**src/tked_pkg.sv**
```systemverilog
package tked_pkg;

	localparam int unsigned ByteW = 8;

	// Named key ids
	localparam logic [ByteW-1:0] KeyHome  = 8'd0;
	localparam logic [ByteW-1:0] KeyUp    = 8'd1;
	localparam logic [ByteW-1:0] KeyPgUp  = 8'd2;
	localparam logic [ByteW-1:0] KeyLeft  = 8'd3;
	localparam logic [ByteW-1:0] KeyRight = 8'd4;
	localparam logic [ByteW-1:0] KeyEnd   = 8'd5;
	localparam logic [ByteW-1:0] KeyDown  = 8'd6;
	localparam logic [ByteW-1:0] KeyPgDn  = 8'd7;
	localparam logic [ByteW-1:0] KeyDel   = 8'd8;

	// Special byte codes
	localparam logic [ByteW-1:0] ChrNul   = 8'd0;
	localparam logic [ByteW-1:0] ChrEsc   = 8'd27;
	localparam logic [ByteW-1:0] ChrLBrk  = 8'h5B; // '['
	localparam logic [ByteW-1:0] ChrO     = 8'h4F; // 'O'
	localparam logic [ByteW-1:0] ChrTilde = 8'h7E; // '~'
	localparam logic [ByteW-1:0] ChrSemi  = 8'h3B; // ';'
	localparam logic [ByteW-1:0] ChrZero  = 8'h30; // '0'
	localparam logic [ByteW-1:0] ChrNine  = 8'h39; // '9'
	localparam logic [ByteW-1:0] ChrA     = 8'h41;
	localparam logic [ByteW-1:0] ChrB     = 8'h42;
	localparam logic [ByteW-1:0] ChrC     = 8'h43;
	localparam logic [ByteW-1:0] ChrD     = 8'h44;
	localparam logic [ByteW-1:0] ChrF     = 8'h46;
	localparam logic [ByteW-1:0] ChrH     = 8'h48;

	// DOS scan codes
	localparam logic [ByteW-1:0] ScHome  = 8'd71;
	localparam logic [ByteW-1:0] ScUp    = 8'd72;
	localparam logic [ByteW-1:0] ScPgUp  = 8'd73;
	localparam logic [ByteW-1:0] ScLeft  = 8'd75;
	localparam logic [ByteW-1:0] ScRight = 8'd77;
	localparam logic [ByteW-1:0] ScEnd   = 8'd79;
	localparam logic [ByteW-1:0] ScDown  = 8'd80;
	localparam logic [ByteW-1:0] ScPgDn  = 8'd81;
	localparam logic [ByteW-1:0] ScDel   = 8'd83;

	// Decimal codes closed by '~'
	localparam logic [ByteW-1:0] CodeHome    = 8'd1;
	localparam logic [ByteW-1:0] CodeDel     = 8'd3;
	localparam logic [ByteW-1:0] CodeEnd     = 8'd4;
	localparam logic [ByteW-1:0] CodePgUp    = 8'd5;
	localparam logic [ByteW-1:0] CodePgDn    = 8'd6;
	localparam logic [ByteW-1:0] CodeHomeAlt = 8'd7;
	localparam logic [ByteW-1:0] CodeEndAlt  = 8'd8;

	localparam logic [ByteW-1:0] EscTimeoutReset = 8'd2;

	typedef struct packed {
		logic             named;
		logic [ByteW-1:0] value;
	} key_t;

	// Decoder result for one item
	typedef struct packed {
		logic valid;
		key_t key;
	} dec_res_t;

endpackage

```
**src/tked_item_if.sv**
```systemverilog
interface tked_item_if;
	logic       valid;
	logic       ready;
	logic       kind;
	logic [7:0] data_byte;

	modport source (output valid, kind, data_byte, input ready);
	modport sink (input valid, kind, data_byte, output ready);
endinterface

```
**src/tked_key_if.sv**
```systemverilog
interface tked_key_if;
	logic       valid;
	logic       ready;
	logic       key_named;
	logic [7:0] key_value;

	modport source (output valid, key_named, key_value, input ready);
	modport sink (input valid, key_named, key_value, output ready);
endinterface

```
**src/tked_decode.sv**
```systemverilog
module tked_decode
	import tked_pkg::*;
(
	input  logic             clk,
	input  logic             arst_n,
	input  logic             advance,
	input  logic             kind,
	input  logic [ByteW-1:0] data_byte,
	input  logic [ByteW-1:0] timeout,
	output dec_res_t         res
);

	typedef enum logic [2:0] {
		M_IDLE,
		M_DOS,
		M_ESC,
		M_INTRO,
		M_NUMBER,
		M_PARAMS
	} mode_t;

	mode_t            mode_q, mode_d;
	logic [ByteW-1:0] wait_q, wait_d;
	logic [ByteW-1:0] code_q, code_d;

	logic             is_digit;
	logic [3:0]       digit;
	logic [ByteW:0]   wait_inc;
	logic [11:0]      code_mul;

	// DOS scan code to key
	function automatic key_t dos_map(input logic [ByteW-1:0] sc);
		key_t k;
		k.named = 1'b1;
		unique case (sc)
			ScHome:  k.value = KeyHome;
			ScUp:    k.value = KeyUp;
			ScPgUp:  k.value = KeyPgUp;
			ScLeft:  k.value = KeyLeft;
			ScRight: k.value = KeyRight;
			ScEnd:   k.value = KeyEnd;
			ScDown:  k.value = KeyDown;
			ScPgDn:  k.value = KeyPgDn;
			ScDel:   k.value = KeyDel;
			default: begin
				k.named = 1'b0;
				k.value = sc;
			end
		endcase
		return k;
	endfunction

	// Final byte of a numeric sequence
	function automatic key_t code_final(input logic [ByteW-1:0] b,
			input logic [ByteW-1:0] code);
		key_t k;
		k.named = 1'b1;
		k.value = b;
		if (b == ChrTilde && (code == CodeHome || code == CodeHomeAlt)) begin
			k.value = KeyHome;
		end else if (b == ChrTilde && (code == CodeEnd || code == CodeEndAlt)) begin
			k.value = KeyEnd;
		end else if (b == ChrTilde && code == CodePgUp) begin
			k.value = KeyPgUp;
		end else if (b == ChrTilde && code == CodePgDn) begin
			k.value = KeyPgDn;
		end else if (b == ChrTilde && code == CodeDel) begin
			k.value = KeyDel;
		end else if (b == ChrH) begin
			k.value = KeyHome;
		end else if (b == ChrF) begin
			k.value = KeyEnd;
		end else begin
			k.named = 1'b0;
		end
		return k;
	endfunction

	assign is_digit = (data_byte >= ChrZero) && (data_byte <= ChrNine);
	assign digit    = 4'(data_byte - ChrZero);
	assign wait_inc = {1'b0, wait_q} + 9'd1;
	// code * 10 + digit, as shifts and adds
	assign code_mul = {1'b0, code_q, 3'b000} + {3'b000, code_q, 1'b0} + {8'h00, digit};

	// Next state and result
	always_comb begin
		mode_d    = mode_q;
		wait_d    = wait_q;
		code_d    = code_q;
		res.valid = 1'b0;
		res.key   = '{named: 1'b0, value: data_byte};
		if (kind) begin
			// timer tick only matters while waiting after ESC
			if (mode_q == M_ESC) begin
				if (wait_inc >= {1'b0, timeout}) begin
					res.valid = 1'b1;
					res.key   = '{named: 1'b0, value: ChrEsc};
					mode_d    = M_IDLE;
				end else begin
					wait_d = wait_inc[ByteW-1:0];
				end
			end
		end else begin
			unique case (mode_q)
				M_IDLE: begin
					if (data_byte == ChrNul) begin
						mode_d = M_DOS;
					end else if (data_byte == ChrEsc) begin
						mode_d = M_ESC;
						wait_d = '0;
					end else begin
						res.valid = 1'b1;
					end
				end
				M_DOS: begin
					res.valid = 1'b1;
					res.key   = dos_map(data_byte);
					mode_d    = M_IDLE;
				end
				M_ESC: begin
					if (data_byte == ChrLBrk || data_byte == ChrO) begin
						mode_d = M_INTRO;
					end else begin
						res.valid = 1'b1;
						mode_d    = M_IDLE;
					end
				end
				M_INTRO: begin
					res.valid = 1'b1;
					res.key.named = 1'b1;
					mode_d    = M_IDLE;
					case (data_byte)
						ChrA:    res.key.value = KeyUp;
						ChrB:    res.key.value = KeyDown;
						ChrC:    res.key.value = KeyRight;
						ChrD:    res.key.value = KeyLeft;
						ChrH:    res.key.value = KeyHome;
						ChrF:    res.key.value = KeyEnd;
						default: begin
							res.key.named = 1'b0;
							if (is_digit) begin
								res.valid = 1'b0;
								code_d    = {4'h0, digit};
								mode_d    = M_NUMBER;
							end
						end
					endcase
				end
				M_NUMBER: begin
					if (is_digit) begin
						code_d = (code_mul > 12'd255) ? 8'hFF : code_mul[ByteW-1:0];
					end else if (data_byte == ChrSemi) begin
						mode_d = M_PARAMS;
					end else begin
						res.valid = 1'b1;
						res.key   = code_final(data_byte, code_q);
						mode_d    = M_IDLE;
					end
				end
				M_PARAMS: begin
					if (!(is_digit || data_byte == ChrSemi)) begin
						res.valid = 1'b1;
						res.key   = code_final(data_byte, code_q);
						mode_d    = M_IDLE;
					end
				end
				default: mode_d = M_IDLE;
			endcase
		end
	end

	// Decoder state
	always_ff @(posedge clk or negedge arst_n) begin
		if (!arst_n) begin
			mode_q <= M_IDLE;
			wait_q <= '0;
			code_q <= '0;
		end else if (advance) begin
			mode_q <= mode_d;
			wait_q <= wait_d;
			code_q <= code_d;
		end
	end

endmodule

```
**src/terminal_key_escape_decoder.sv**
```systemverilog
// Terminal key decoder: each transfer on item is either a received key byte
// (kind 0) or one elapsed timer tick (kind 1), and gives zero or one transfer
// on key. DOS two-byte codes and ESC '[' / ESC 'O' sequences map to named
// navigation keys (key_named 1, key_value 0..8); everything else comes out as
// the raw byte. A lone ESC is reported after esc_timeout_ticks ticks (reset 2,
// zero acts as one). One item is taken per cycle while the pipeline does not
// stall: it is held in the input register, decoded, and its key lands in the
// output register. The pipeline stalls only while the output register holds
// a key that key.ready has not taken. Write esc_timeout_ticks through
// cfg_we/cfg_wdata only while the block is idle.
module terminal_key_escape_decoder
	import tked_pkg::*;
(
	input  logic             clk,
	input  logic             arst_n,
	input  logic             cfg_we,
	input  logic [ByteW-1:0] cfg_wdata,
	tked_item_if.sink        item,
	tked_key_if.source       key
);

	logic             item_valid_s1;
	logic             kind_s1;
	logic [ByteW-1:0] byte_s1;
	logic [ByteW-1:0] timeout_q;
	logic             key_valid_q;
	key_t             key_q;
	logic             stall;
	logic             advance;
	dec_res_t         res;

	assign stall      = key_valid_q && !key.ready;
	assign advance    = item_valid_s1 && !stall;
	assign item.ready = !item_valid_s1 || !stall;

	assign key.valid     = key_valid_q;
	assign key.key_named = key_q.named;
	assign key.key_value = key_q.value;

	// Timeout register
	always_ff @(posedge clk or negedge arst_n) begin
		if (!arst_n) begin
			timeout_q <= EscTimeoutReset;
		end else if (cfg_we) begin
			timeout_q <= cfg_wdata;
		end
	end

	// Input register
	always_ff @(posedge clk or negedge arst_n) begin
		if (!arst_n) begin
			item_valid_s1 <= 1'b0;
		end else if (item.ready) begin
			item_valid_s1 <= item.valid;
		end
	end

	always_ff @(posedge clk) begin
		if (item.valid && item.ready) begin
			kind_s1 <= item.kind;
			byte_s1 <= item.data_byte;
		end
	end

	tked_decode u_decode (
		.clk       (clk),
		.arst_n    (arst_n),
		.advance   (advance),
		.kind      (kind_s1),
		.data_byte (byte_s1),
		.timeout   (timeout_q),
		.res       (res)
	);

	// Output register
	always_ff @(posedge clk or negedge arst_n) begin
		if (!arst_n) begin
			key_valid_q <= 1'b0;
		end else if (!stall) begin
			key_valid_q <= advance && res.valid;
		end
	end

	always_ff @(posedge clk) begin
		if (!stall) begin
			key_q <= res.key;
		end
	end

endmodule

```
**src/flat_wrapper.sv**
```systemverilog
// flat-port wrapper written by rule: the top's interface ports become plain ports
module terminal_key_escape_decoder_flat import tked_pkg::*;
  (clk, arst_n, cfg_we, cfg_wdata, item_valid, item_kind, item_data_byte, item_ready, key_valid, key_key_named, key_key_value, key_ready);
  tked_item_if item_i ();
  tked_key_if key_i ();
  input  logic clk;
  input  logic arst_n;
  input  logic cfg_we;
  input  logic [ByteW-1:0] cfg_wdata;
  input wire logic [$bits(item_i.valid)-1:0] item_valid;
  input wire logic [$bits(item_i.kind)-1:0] item_kind;
  input wire logic [$bits(item_i.data_byte)-1:0] item_data_byte;
  output wire logic [$bits(item_i.ready)-1:0] item_ready;
  output wire logic [$bits(key_i.valid)-1:0] key_valid;
  output wire logic [$bits(key_i.key_named)-1:0] key_key_named;
  output wire logic [$bits(key_i.key_value)-1:0] key_key_value;
  input wire logic [$bits(key_i.ready)-1:0] key_ready;
  assign item_i.valid = item_valid;
  assign item_i.kind = item_kind;
  assign item_i.data_byte = item_data_byte;
  assign item_ready = item_i.ready;
  assign key_valid = key_i.valid;
  assign key_key_named = key_i.key_named;
  assign key_key_value = key_i.key_value;
  assign key_i.ready = key_ready;
  terminal_key_escape_decoder u_core (.clk(clk), .arst_n(arst_n), .cfg_we(cfg_we), .cfg_wdata(cfg_wdata), .item(item_i), .key(key_i));
endmodule
```
**config.mk**
```make
export PLATFORM = sky130hd
export DESIGN_NAME = terminal_key_escape_decoder_flat
export DESIGN_NICKNAME = d
export VERILOG_FILES = /design/src/tked_pkg.sv /design/src/tked_item_if.sv /design/src/tked_key_if.sv /design/src/tked_decode.sv /design/src/terminal_key_escape_decoder.sv /design/src/flat_wrapper.sv
export SDC_FILE = /design/constraint.sdc
export NUM_CORES = 1
export LEC_CHECK = 0
export BUFFER_PORTS_ARGS = -buffer_cell sky130_fd_sc_hd__buf_2
export CORE_MARGIN = 1
export CORE_UTILIZATION = 42
export DETAILED_ROUTE_END_ITERATION = 8
export HOLD_SLACK_MARGIN = 0.15
export MAX_ROUTING_LAYER = met4
export PLACE_DENSITY = 0.67
export REMOVE_ABC_BUFFERS = 1
export SKIP_LAST_GASP = 1
export SLEW_MARGIN = 20
export SYNTH_ARGS = -nofsm -noshare
export SYNTH_HDL_FRONTEND = slang
export SYNTH_SLANG_ARGS = --single-unit
```
**constraint.sdc**
```tcl
create_clock -name clk -period 3.3 [get_ports clk]
set_clock_uncertainty 0.15 [all_clocks]
set_input_delay 0.33 -clock clk [delete_from_list [all_inputs] [get_ports clk]]
set_output_delay 0.33 -clock clk [all_outputs]
set_load 0.01 [all_outputs]
```
==> results of run 1 <==
per-layer routing:
metal | part of all wire (%) | routed length (um) | GRT usage (%)
met5 | 0 | 0 | -
met1 | 46 | 3634 | 27.46
met4 | 1.5 | 117 | 4.497
met3 | 5.6 | 443 | 3.769
met2 | 47 | 3662 | 31.27
final timing paths:
path / endpoint
worst max-delay path: u_core.u_decode.wait_q[6]$_DFFE_PN0P_
worst min-delay path: u_core.timeout_q[1]$_DFFE_PN1P_
worst max register to register: u_core.u_decode.wait_q[6]$_DFFE_PN0P_
worst min register to register: u_core.timeout_q[1]$_DFFE_PN1P_
max in group asynchronous: u_core.u_decode.code_q[2]$_DFFE_PN0P_
min in group asynchronous: u_core.timeout_q[6]$_DFFE_PN0P_
what timing repair did:
item / 4_1_cts / 5_1_grt
endpoints found under the hold margin: 46 / 0
setup endpoints to repair: 0 / 0
hold buffers: 19 / 0
cell usage in the layout, fill, tap and decap left out, drive strengths merged, types with 2 or more instances in the layout:
cell type / synthesis / routed
nand2: 40 / 40
buf: 5 / 39
o21ai: 35 / 35
a21oi: 33 / 33
dfrtp: 28 / 28
ha: 24 / 24
nand3: 21 / 21
nor2: 20 / 20
inv: 19 / 20
dlygate4sd3: 0 / 19
edfxtp: 18 / 18
a31oi: 12 / 12
nand2b: 10 / 10
nor3: 8 / 8
and3: 7 / 7
nor2b: 6 / 6
a21o: 6 / 6
xnor2: 5 / 5
and2: 5 / 5
clkbuf: 12 / 5
nand3b: 4 / 4
nor3b: 4 / 4
xor2: 4 / 4
nor4: 4 / 4
o211ai: 4 / 4
or3: 3 / 3
mux2: 3 / 3
or4: 2 / 2
o31ai: 2 / 2
o211a: 2 / 2
o21bai: 2 / 2
o32a: 2 / 2
fa: 2 / 2
o311ai: 2 / 2
metrics by stage:
stage	setup slack (ps)	hold WS, ps	instances	power, uW
after floorplan	420.9	-115.6	361	1045
after global placement	449.2	245.9	502	1184
after detailed placement	317.4	249.6	502	1194
after CTS	304.8	220.0	529	1646
after global routing	37.92	235.7	529	1737
final	284.8	209.8	529	1641
power by group through the flow:
stage	Combinational, uW	Clock, uW	Sequential, uW
global route	500	466	771
floorplan	262	0	782
CTS	443	444	758
finish	442	440	759
detailed placement	423	0	771
global placement	415	0	770
flip-flops by register name (all words and copies together) (netlist names):
signal	cells
u_core.timeout_q	8
u_core.u_decode.code_q	8
u_core.u_decode.wait_q	8
u_core.byte_s1	8
u_core.item_valid_s1	1
u_core.u_decode.mode_q	3
u_core.key.key_named	1
u_core.kind_s1	1
u_core.key.key_value	8
u_core.key.valid	1
area by class of cell:
cell class	instances	share of cell area (%)
Tap cell	102	3.246
Sequential cell	47	32.24
Multi-Input combinational cell	295	49.52
Clock inverter	3	1.178
Clock buffer	5	1.750
Inverter	19	1.814
Timing Repair Buffer	58	10.25
logic make-up after synthesis:
family | share of synthesized area [%]
simple gates | 22.85
compound gates | 21.22
flops | 37.64
buf+inv | 4.533
fa+ha+maj | 10.11
xor+xnor | 2.341
mux | 1.301
critical path, stage by stage (launching register included):
cell and delay [ps]:
dfrtp_1 430, ha_1 240, nand2_1 100, or3_1 330, nand2_1 80, ha_1 230
a21oi_1 120, o21ai_0 120, a221oi_2 380, nand2_1 290, and2_1 250, a21o_1 180
==> metrics.cfg, run 1 <==
[outcome]
status = completed

[yosys]
synth_most_common_cell = nand2_1
synth_cell_types = 65
synthTopCellsByCount = nand2_1 (40), o21ai_0 (34), a21oi_1 (32)
ys_seq_area_share_pct = 37.64
synth_edf_count = 18
syn_area_per_cell_um2 = 8.907
synth_top_area_share_pct = 20.81
synthArstFlopShare_pct = 61.70
ys_warn_count = 0
netlist_area_um2 = 3367
synth-seq-cells = 47
synthCells = 378
synth_largest_area_cell = dfrtp_1
synth_area_leaders = dfrtp_1 (21%), edfxtp_1 (16%), ha_1 (8.9%)
ys.flop_type = dfrtp_1

[final_layout]
diodes = 0
layout-drive-gt1-share_pct = 14.05
nNetsFinal = 474
regArea_um2 = 1267
multi_input_area_um2 = 1947
final_core_util_pct = 50.87
num-fill-cells = 727
finalInstanceArea_um2 = 3931
area_growth_pct = 16.76

[route]
post_drt_wl_per_cell_um = 14.85
via_count = 3065
detail-route-antenna-nets = 0
via_per_inst = 5.794
drc_errors = 0
drt_pre_antenna_iters = 5
drt-initial-drc-count = 227
routed_wirelength_um = 7857

[setup_path]
rr_worst_depth = 11
worstPathArrival_ps = 3070
path_class = reg -> reg
r2r_slack_ps = 280
required_ps = 3360
startpoint = u_core.u_decode.wait_q[0]$_DFFE_PN0P_
critPathLaunchType = flop
r2r_start = u_core.u_decode.wait_q[0]$_DFFE_PN0P_
worstPathMaxFanout = 10
endpoint_kind = flop

[clocking]
cts_tree = done
clk_pin_slew_ps = 100
numCtsBuffers = 5
h-tree-depth = 2
cts_root_buf = clkbuf_8
clk_path_buf_depth = 2
cts_repair_resize_count = 0
cts_setup_buffers = 0
cts_sinks = 47
insertion_delay_ps = 310

[timing]
tns_ps = 0
setup_viol_count_final = 0
rsz0062_at_grt = no
worstMarginPinSlew_ps = 653.1
finalMaxSlewViolations = 0
post-route-min-period_ps = 3015
fmax_mhz = 331.7
min_period_over_period_pct = 91.37
maxSlewHeadroom_pct = 56.46
finalHoldViolCount = 0

[grt]
first_global_vias = 2766
grt.overflow.total = 0
grt_usage_pct = 20.18
grt_start_max_net_pins = 30
antenna_found_initial = 0
grt_first_pass_wirelength_um = 13220

[worst_hold_path]
whs_path_depth = 3
hp-class = in -> reg
hp-start = cfg_we

[pwr]
clkPwrFrac_pct = 26.8
p_switching_uw = 537.7
comb_power_share_pct = 26.9
p_seq_share_pct = 46.2
power_density_nw_per_um2 = 417.4
peakVddDrop_mv = 0.2890
sw_frac_of_total_pct = 32.77
p_int_uw = 1103
p_leak_uw = 0.001776

[floorplanning]
initial_utilization_pct = 43.57
num_rows = 32
die_w_um = 91.54
die-area_um2 = 8379
io_pins = 33
core-area_um2 = 7727
die_y_um = 91.54

[run]
drv_cap = 0

[place]
gp_congestion = 0.9034
numPortBuffers = 32
placed_area_um2 = 3626
dpl.hpwl_um = 5821

Note: power is estimated with default switching activity, not from simulation.
==> run 2: changes to the inputs <==
- ABC_AREA: default -> 1
- CELL_PAD_IN_SITES_DETAIL_PLACEMENT: default -> 0
- CELL_PAD_IN_SITES_GLOBAL_PLACEMENT: default -> 1
- PLACE_DENSITY: 0.67 -> 0.84
==> run 2 against run 1 <==
First-iteration DRC count is 1.8% higher. Maximum frequency up 1.6%. Non-clock buffer count decreased by 2. Global-route usage increased by 2.3 points. Routed wire length up 24%. Critical path depth rose by 7. Cell count is 30% higher. Utilization shrank 0.50 points.
==> metrics.cfg, run 2 <==
[clocking]
numCtsBuffers = 5
cts_tree = done
clk_pin_slew_ps = 90
cts_root_buf = clkbuf_8
h-tree-depth = 2
insertion_delay_ps = 310
clk_path_buf_depth = 2
cts_sinks = 47

[yosys]
synthArstFlopShare_pct = 61.70
ys.flop_type = dfrtp_1
synth_xor_area_share_pct = 1.866
netlist_area_um2 = 3755
synth_most_common_cell = nand2_1
synthTopCellsByCount = nand2_1 (132), nor2_1 (63), inv_1 (60)
syn_area_per_cell_um2 = 7.207
synth_area_leaders = dfrtp_1 (19%), edfxtp_1 (14%), nand2_1 (13%)
yosys.area_share.simple_pct = 33.99
synth_top_area_share_pct = 18.66
synth-seq-cells = 47
synth_compound_area_share_pct = 12.96
synth_top_family_by_area = simple AND/OR/NAND/NOR gates
ys_seq_area_share_pct = 33.76
synthCells = 521
ys_warn_count = 0
synth-adder-area-share_pct = 9.064
synth_cell_types = 45
synthMuxAreaShare_pct = 0.2999
synth_edf_count = 18
synth_largest_area_cell = dfrtp_1

[run]
drv_cap = 0

[floorplanning]
num_rows = 34
core-area_um2 = 8678
io_pins = 33
die_y_um = 96.55
die_w_um = 96.55
die-area_um2 = 9322
initial_utilization_pct = 43.27

[worst_hold_path]
hp-start = cfg_we
hp-class = in -> reg

[final_layout]
final_common_cell = nand2_1
area_growth_pct = 16.43
diodes = 0
layout-drive-gt1-share_pct = 15.57
layout_common_cells = nand2_1 (132), nor2_1 (62), inv_1 (60), nand3_1 (40), buf_2 (32)
stdcell_count = 686
nNetsFinal = 625
finalInstanceArea_um2 = 4372

[grt]
first_global_vias = 3288
grt_start_max_net_pins = 30
antenna_found_initial = 0
grt_usage_pct = 22.52
grt_first_pass_wirelength_um = 15710
grt.overflow.total = 0

[setup_path]
path_class = reg -> reg
crit_buf_inv = 2
r2r_start = u_core.u_decode.wait_q[0]$_DFFE_PN0P_
path_cells = ha_1 > nand2_1 > nor2_2 > nand3_1 > xor2_1 > inv_1 > ha_1 > nand2_1 > nor3_1 > a21boi_0 > o21ai_0 > nand2_1 > nand3_1 > nand2_1 > inv_2 > nand3_1 > nand2_1 > nand2_1
startpoint = u_core.u_decode.wait_q[0]$_DFFE_PN0P_
critPathLaunchType = flop
cp_slowest_cell = dfrtp_1
endpoint_kind = flop
critical-path-top-delay-family = simple AND/OR/NAND/NOR gates
required_ps = 3340
worstPathArrival_ps = 3010
cp_slowest_stage_delay_ps = 420
worstPathMaxFanout = 5
timing.critical_path.mode_cell = nand2_1

[place]
placed_area_um2 = 4051
gp_congestion = 0.9564
dpl.hpwl_um = 7751
numPortBuffers = 32
dp.cells = 659

[pwr]
peakVddDrop_mv = 0.2126
p_leak_uw = 0.002169
power_density_nw_per_um2 = 391.9

[timing]
fmax_mhz = 337.0
maxSlewHeadroom_pct = 56.09
tns_ps = 0
setup_viol_count_final = 0
post-route-min-period_ps = 2967
rsz0062_at_grt = no
finalHoldViolCount = 0
finalMaxSlewViolations = 0
min_period_over_period_pct = 89.91
worstMarginPinSlew_ps = 658.6

[route]
detail-route-antenna-nets = 0
drt_pre_antenna_iters = 5
drt-initial-drc-count = 231
via_per_inst = 5.344
routed_wirelength_um = 9754
post_drt_wl_per_cell_um = 14.22
via_count = 3666
drc_errors = 0

[outcome]
status = completed

==> run 2: cell type report <==
cell class | count | area, um^2
sequential | 47 | 1267
clock buffer | 7 | 97.59
fill | 856 | 4307
timing repair buffer | 56 | 387.9
tap | 108 | 135.1
inverter | 71 | 266.5
clock inverter | 1 | 30.03
multi-input combinational | 396 | 2187
==> run 2: logic make-up after synthesis <==
logic type / Yosys count
AND/OR/NAND/NOR: 282
XOR/XNOR: 8
flip-flops: 47
buffers and inverters: 78
multiplexers: 1
adder cells (fa/ha/maj): 26
AO/OA/AOI/OAI: 79
==> run 2: worst paths after layout <==
kind / to / slack [ps] / cells past startpoint
max in group asynchronous: u_core.u_decode.code_q[0]$_DFFE_PN0P_ / 2140 / 2
worst min-delay path: u_core.timeout_q[1]$_DFFE_PN1P_ / 190 / 3
min in group asynchronous: u_core.timeout_q[3]$_DFFE_PN0P_ / 430 / 2
worst max register to register: u_core.u_decode.mode_q[2]$_DFFE_PN0P_ / 330 / 18
worst max-delay path: u_core.u_decode.mode_q[2]$_DFFE_PN0P_ / 330 / 18
worst min register to register: u_core.timeout_q[1]$_DFFE_PN1P_ / 360 / 2
==> run 2: tightest hold or removal path, delay by kind of cell <==
family / cells / cell delay (ps)
buffers and inverters: 1 / 170
and+or+nand+nor: 1 / 70
AOI/OAI and AO/OA: 1 / 70
==> run 2: metal layers <==
metal  vias up  track usage, %  routed length [um]
li1       1837               -                   -
met1      1703           30.31                4623
met2       115           36.21                4414
met3        11           2.347                 553
met4         0           5.637                 163
met5         -               -                   0
==> run 2: report_power, final <==
group	switching [uW]	internal, uW	total [uW]	leakage, uW
combinational	315	179	494	0.00156
sequential	59.3	686	745	0.000548
clock	201	272	474	0.0000636
total	575	1140	1710	0.00217
==> run 2: what timing repair did <==
item	CTS	global route
hold endpoints to repair	46	0
hold buffers	19	0
setup endpoints to repair	0	9
gates resized for setup	0	1
buffers inserted	0	0
==> run 2: stage by stage <==
step	total power [uW]	utilization [%]	setup slack, ps	hold WS [ps]
final	1713	50.37	332.9	192.0
after detailed placement	1231	46.68	297.0	243.3
after CTS	1719	50.35	269.5	190.5
after global placement	1226	46.68	447.0	239.4
after floorplan	1072	-	632.7	-115.6
after global routing	1820	50.37	20.19	208.9
==> run 3: changes to the inputs <==
==> constraint.sdc (replaced) <==
create_clock -name clk -period 3.3 [get_ports clk]
set_clock_uncertainty 0.15 [all_clocks]
set_input_delay 0.495 -clock clk [delete_from_list [all_inputs] [get_ports clk]]
set_output_delay 0.495 -clock clk [all_outputs]
set_load 0.01 [all_outputs]
==> run 3 against run 2 <==
Final area decreased by 4.1%. Cell count fell by 2.6%. Routed wire length down 2.3%. Sequential power barely moved. Maximum frequency rose by 0.22%. Die area unchanged. Critical path type unchanged. Count of clock-buffer cells in the layout did not move. Largest cell class unchanged. Setup slack better by 6.5 ps. Sequential share of layout area rose by 1.2 points. Highest routed layer unchanged. Via count down 2.6%. Critical endpoint unchanged.
==> metrics.cfg, run 3 (synthesis gave the netlist of run 2 again) <==
[grt]
antenna_found_initial = 0
first_global_vias = 3254
grt_usage_pct = 22.31
grt-busiest-layer = met2
use_met1_pct = 30.02
grt_first_pass_wirelength_um = 15560
use_met3_pct = 2.347
grt_start_max_net_pins = 30
grt.overflow.total = 0
use_met2_pct = 35.86

[route]
drt-initial-drc-count = 263
detail-route-antenna-nets = 0
via_per_inst = 5.346
post_drt_wl_per_cell_um = 14.27
drc_errors = 0
routed_wirelength_um = 9531
via_count = 3571
drt_pre_antenna_iters = 5

[setup_path]
worstPathMaxFanout = 5
worstPathArrival_ps = 3000
required_ps = 3340
critPathLaunchType = flop
endpoint_kind = flop
path_class = reg -> reg

[final_layout]
area_growth_pct = 11.63
diodes = 0
layout-drive-gt1-share_pct = 16.07
final_common_cell = nand2_1
final_core_util_pct = 48.30
nNetsFinal = 607
layout_common_cells = nand2_1 (132), nor2_1 (62), inv_1 (60), nand3_1 (40), buf_2 (32)
finalInstanceArea_um2 = 4192
num-fill-cells = 876

[place]
dpl.hpwl_um = 7751
placed_area_um2 = 4051
gp_congestion = 0.9564
dp_worst_setup_slack_ps = 297.0
numPortBuffers = 32

[timing]
fmax_mhz = 337.8
rsz0062_at_grt = no
finalMaxSlewViolations = 0
setup_viol_count_final = 0
worstMarginPinSlew_ps = 655.3
finalHoldViolCount = 0
post-route-min-period_ps = 2961
maxSlewHeadroom_pct = 56.32
setup_slack_ps = 339.4
min_period_over_period_pct = 89.71
tns_ps = 0

[clocking]
h-tree-depth = 2
clk_pin_slew_ps = 90
numCtsBuffers = 5
cts_setup_buffers = 0
clk_path_buf_depth = 2
cts_sinks = 47
cts_root_buf = clkbuf_8
insertion_delay_ps = 300
cts_tree = done

[worst_hold_path]
hp-class = in -> reg

[floorplanning]
die_y_um = 96.55
core-area_um2 = 8678
io_pins = 33
die-area_um2 = 9322
initial_utilization_pct = 43.27
die_w_um = 96.55
num_rows = 34

[pwr]
p_leak_uw = 0.002094
power_uw = 1690
peakVddDrop_mv = 0.2105
power_density_nw_per_um2 = 403.2

[run]
drv_cap = 0

[outcome]
status = completed

==> run 3: cell types whose count changed in the layout (fill, tap and decap cells not counted), sizes merged <==
cell         change
dlygate4sd3     -18
==> run 3: timing repair <==
item | 4_1_cts | 5_1_grt
endpoints found under the hold margin | 28 | 0
resized for setup | 0 | 1
endpoints found under the setup margin | 0 | 9
hold buffers | 1 | 0
==> run 3: final timing paths <==
check	depth (start not counted)	start	slack, ps	to
max in group asynchronous	2	arst_n	1980	u_core.u_decode.code_q[0]$_DFFE_PN0P_
hold / removal	1	item_data_byte[6]	210	u_core.byte_s1[6]$_DFFE_PP_
min in group asynchronous	2	arst_n	600	u_core.timeout_q[3]$_DFFE_PN0P_
hold reg to reg	2	u_core.timeout_q[1]$_DFFE_PN1P_	360	u_core.timeout_q[1]$_DFFE_PN1P_
setup reg to reg	18	u_core.u_decode.wait_q[0]$_DFFE_PN0P_	340	u_core.u_decode.mode_q[2]$_DFFE_PN0P_
setup / recovery	18	u_core.u_decode.wait_q[0]$_DFFE_PN0P_	340	u_core.u_decode.mode_q[2]$_DFFE_PN0P_
==> run 3: report_power, final <==
| part | internal (uW) | leakage, uW | switching [uW] |
|---|---|---|---|
| Sequential | 686 | 0.000548 | 58.6 |
| Combinational | 166 | 0.00148 | 312 |
| Clock | 272 | 0.0000636 | 195 |
==> run 3: cell type report <==
class | instances | area [um^2] | share of cell area (%)
Multi-Input combinational cell | 396 | 2187 | 52.18
Sequential cell | 47 | 1267 | 30.24
Inverter | 71 | 266.5 | 6.358
Timing Repair Buffer | 38 | 207.7 | 4.955
Tap cell | 108 | 135.1 | 3.224
Clock buffer | 7 | 97.59 | 2.328
Clock inverter | 1 | 30.03 | 0.7164
==> run 3: routing by layer <==
layer / share of wire (%) / vias to the layer above
met4: 1.7 / 0
met2: 45 / 104
met1: 48 / 1655
met5: 0 / -
met3: 5.3 / 11
li1: - / 1801
==> run 3: worst max-delay path: stages, from the launching register on <==
cell	delay, ps
dfrtp_1	420
ha_1	200
nand2_1	70
nor2_2	140
nand3_1	120
xor2_1	150
inv_1	80
ha_1	320
nand2_1	90
nor3_1	220
a21boi_0	120
o21ai_0	100
nand2_1	70
nand3_1	110
nand2_1	160
inv_2	100
nand3_1	100
nand2_1	80
nand2_1	50
==> run 3: per-stage QoR <==
stage | instances | hold slack (ps)
floorplan | 514 | 49.41
global placement | 659 | 341.3
detailed placement | 659 | 349.4
CTS | 668 | 205.0
global route | 668 | 204.6
finish | 668 | 209.1
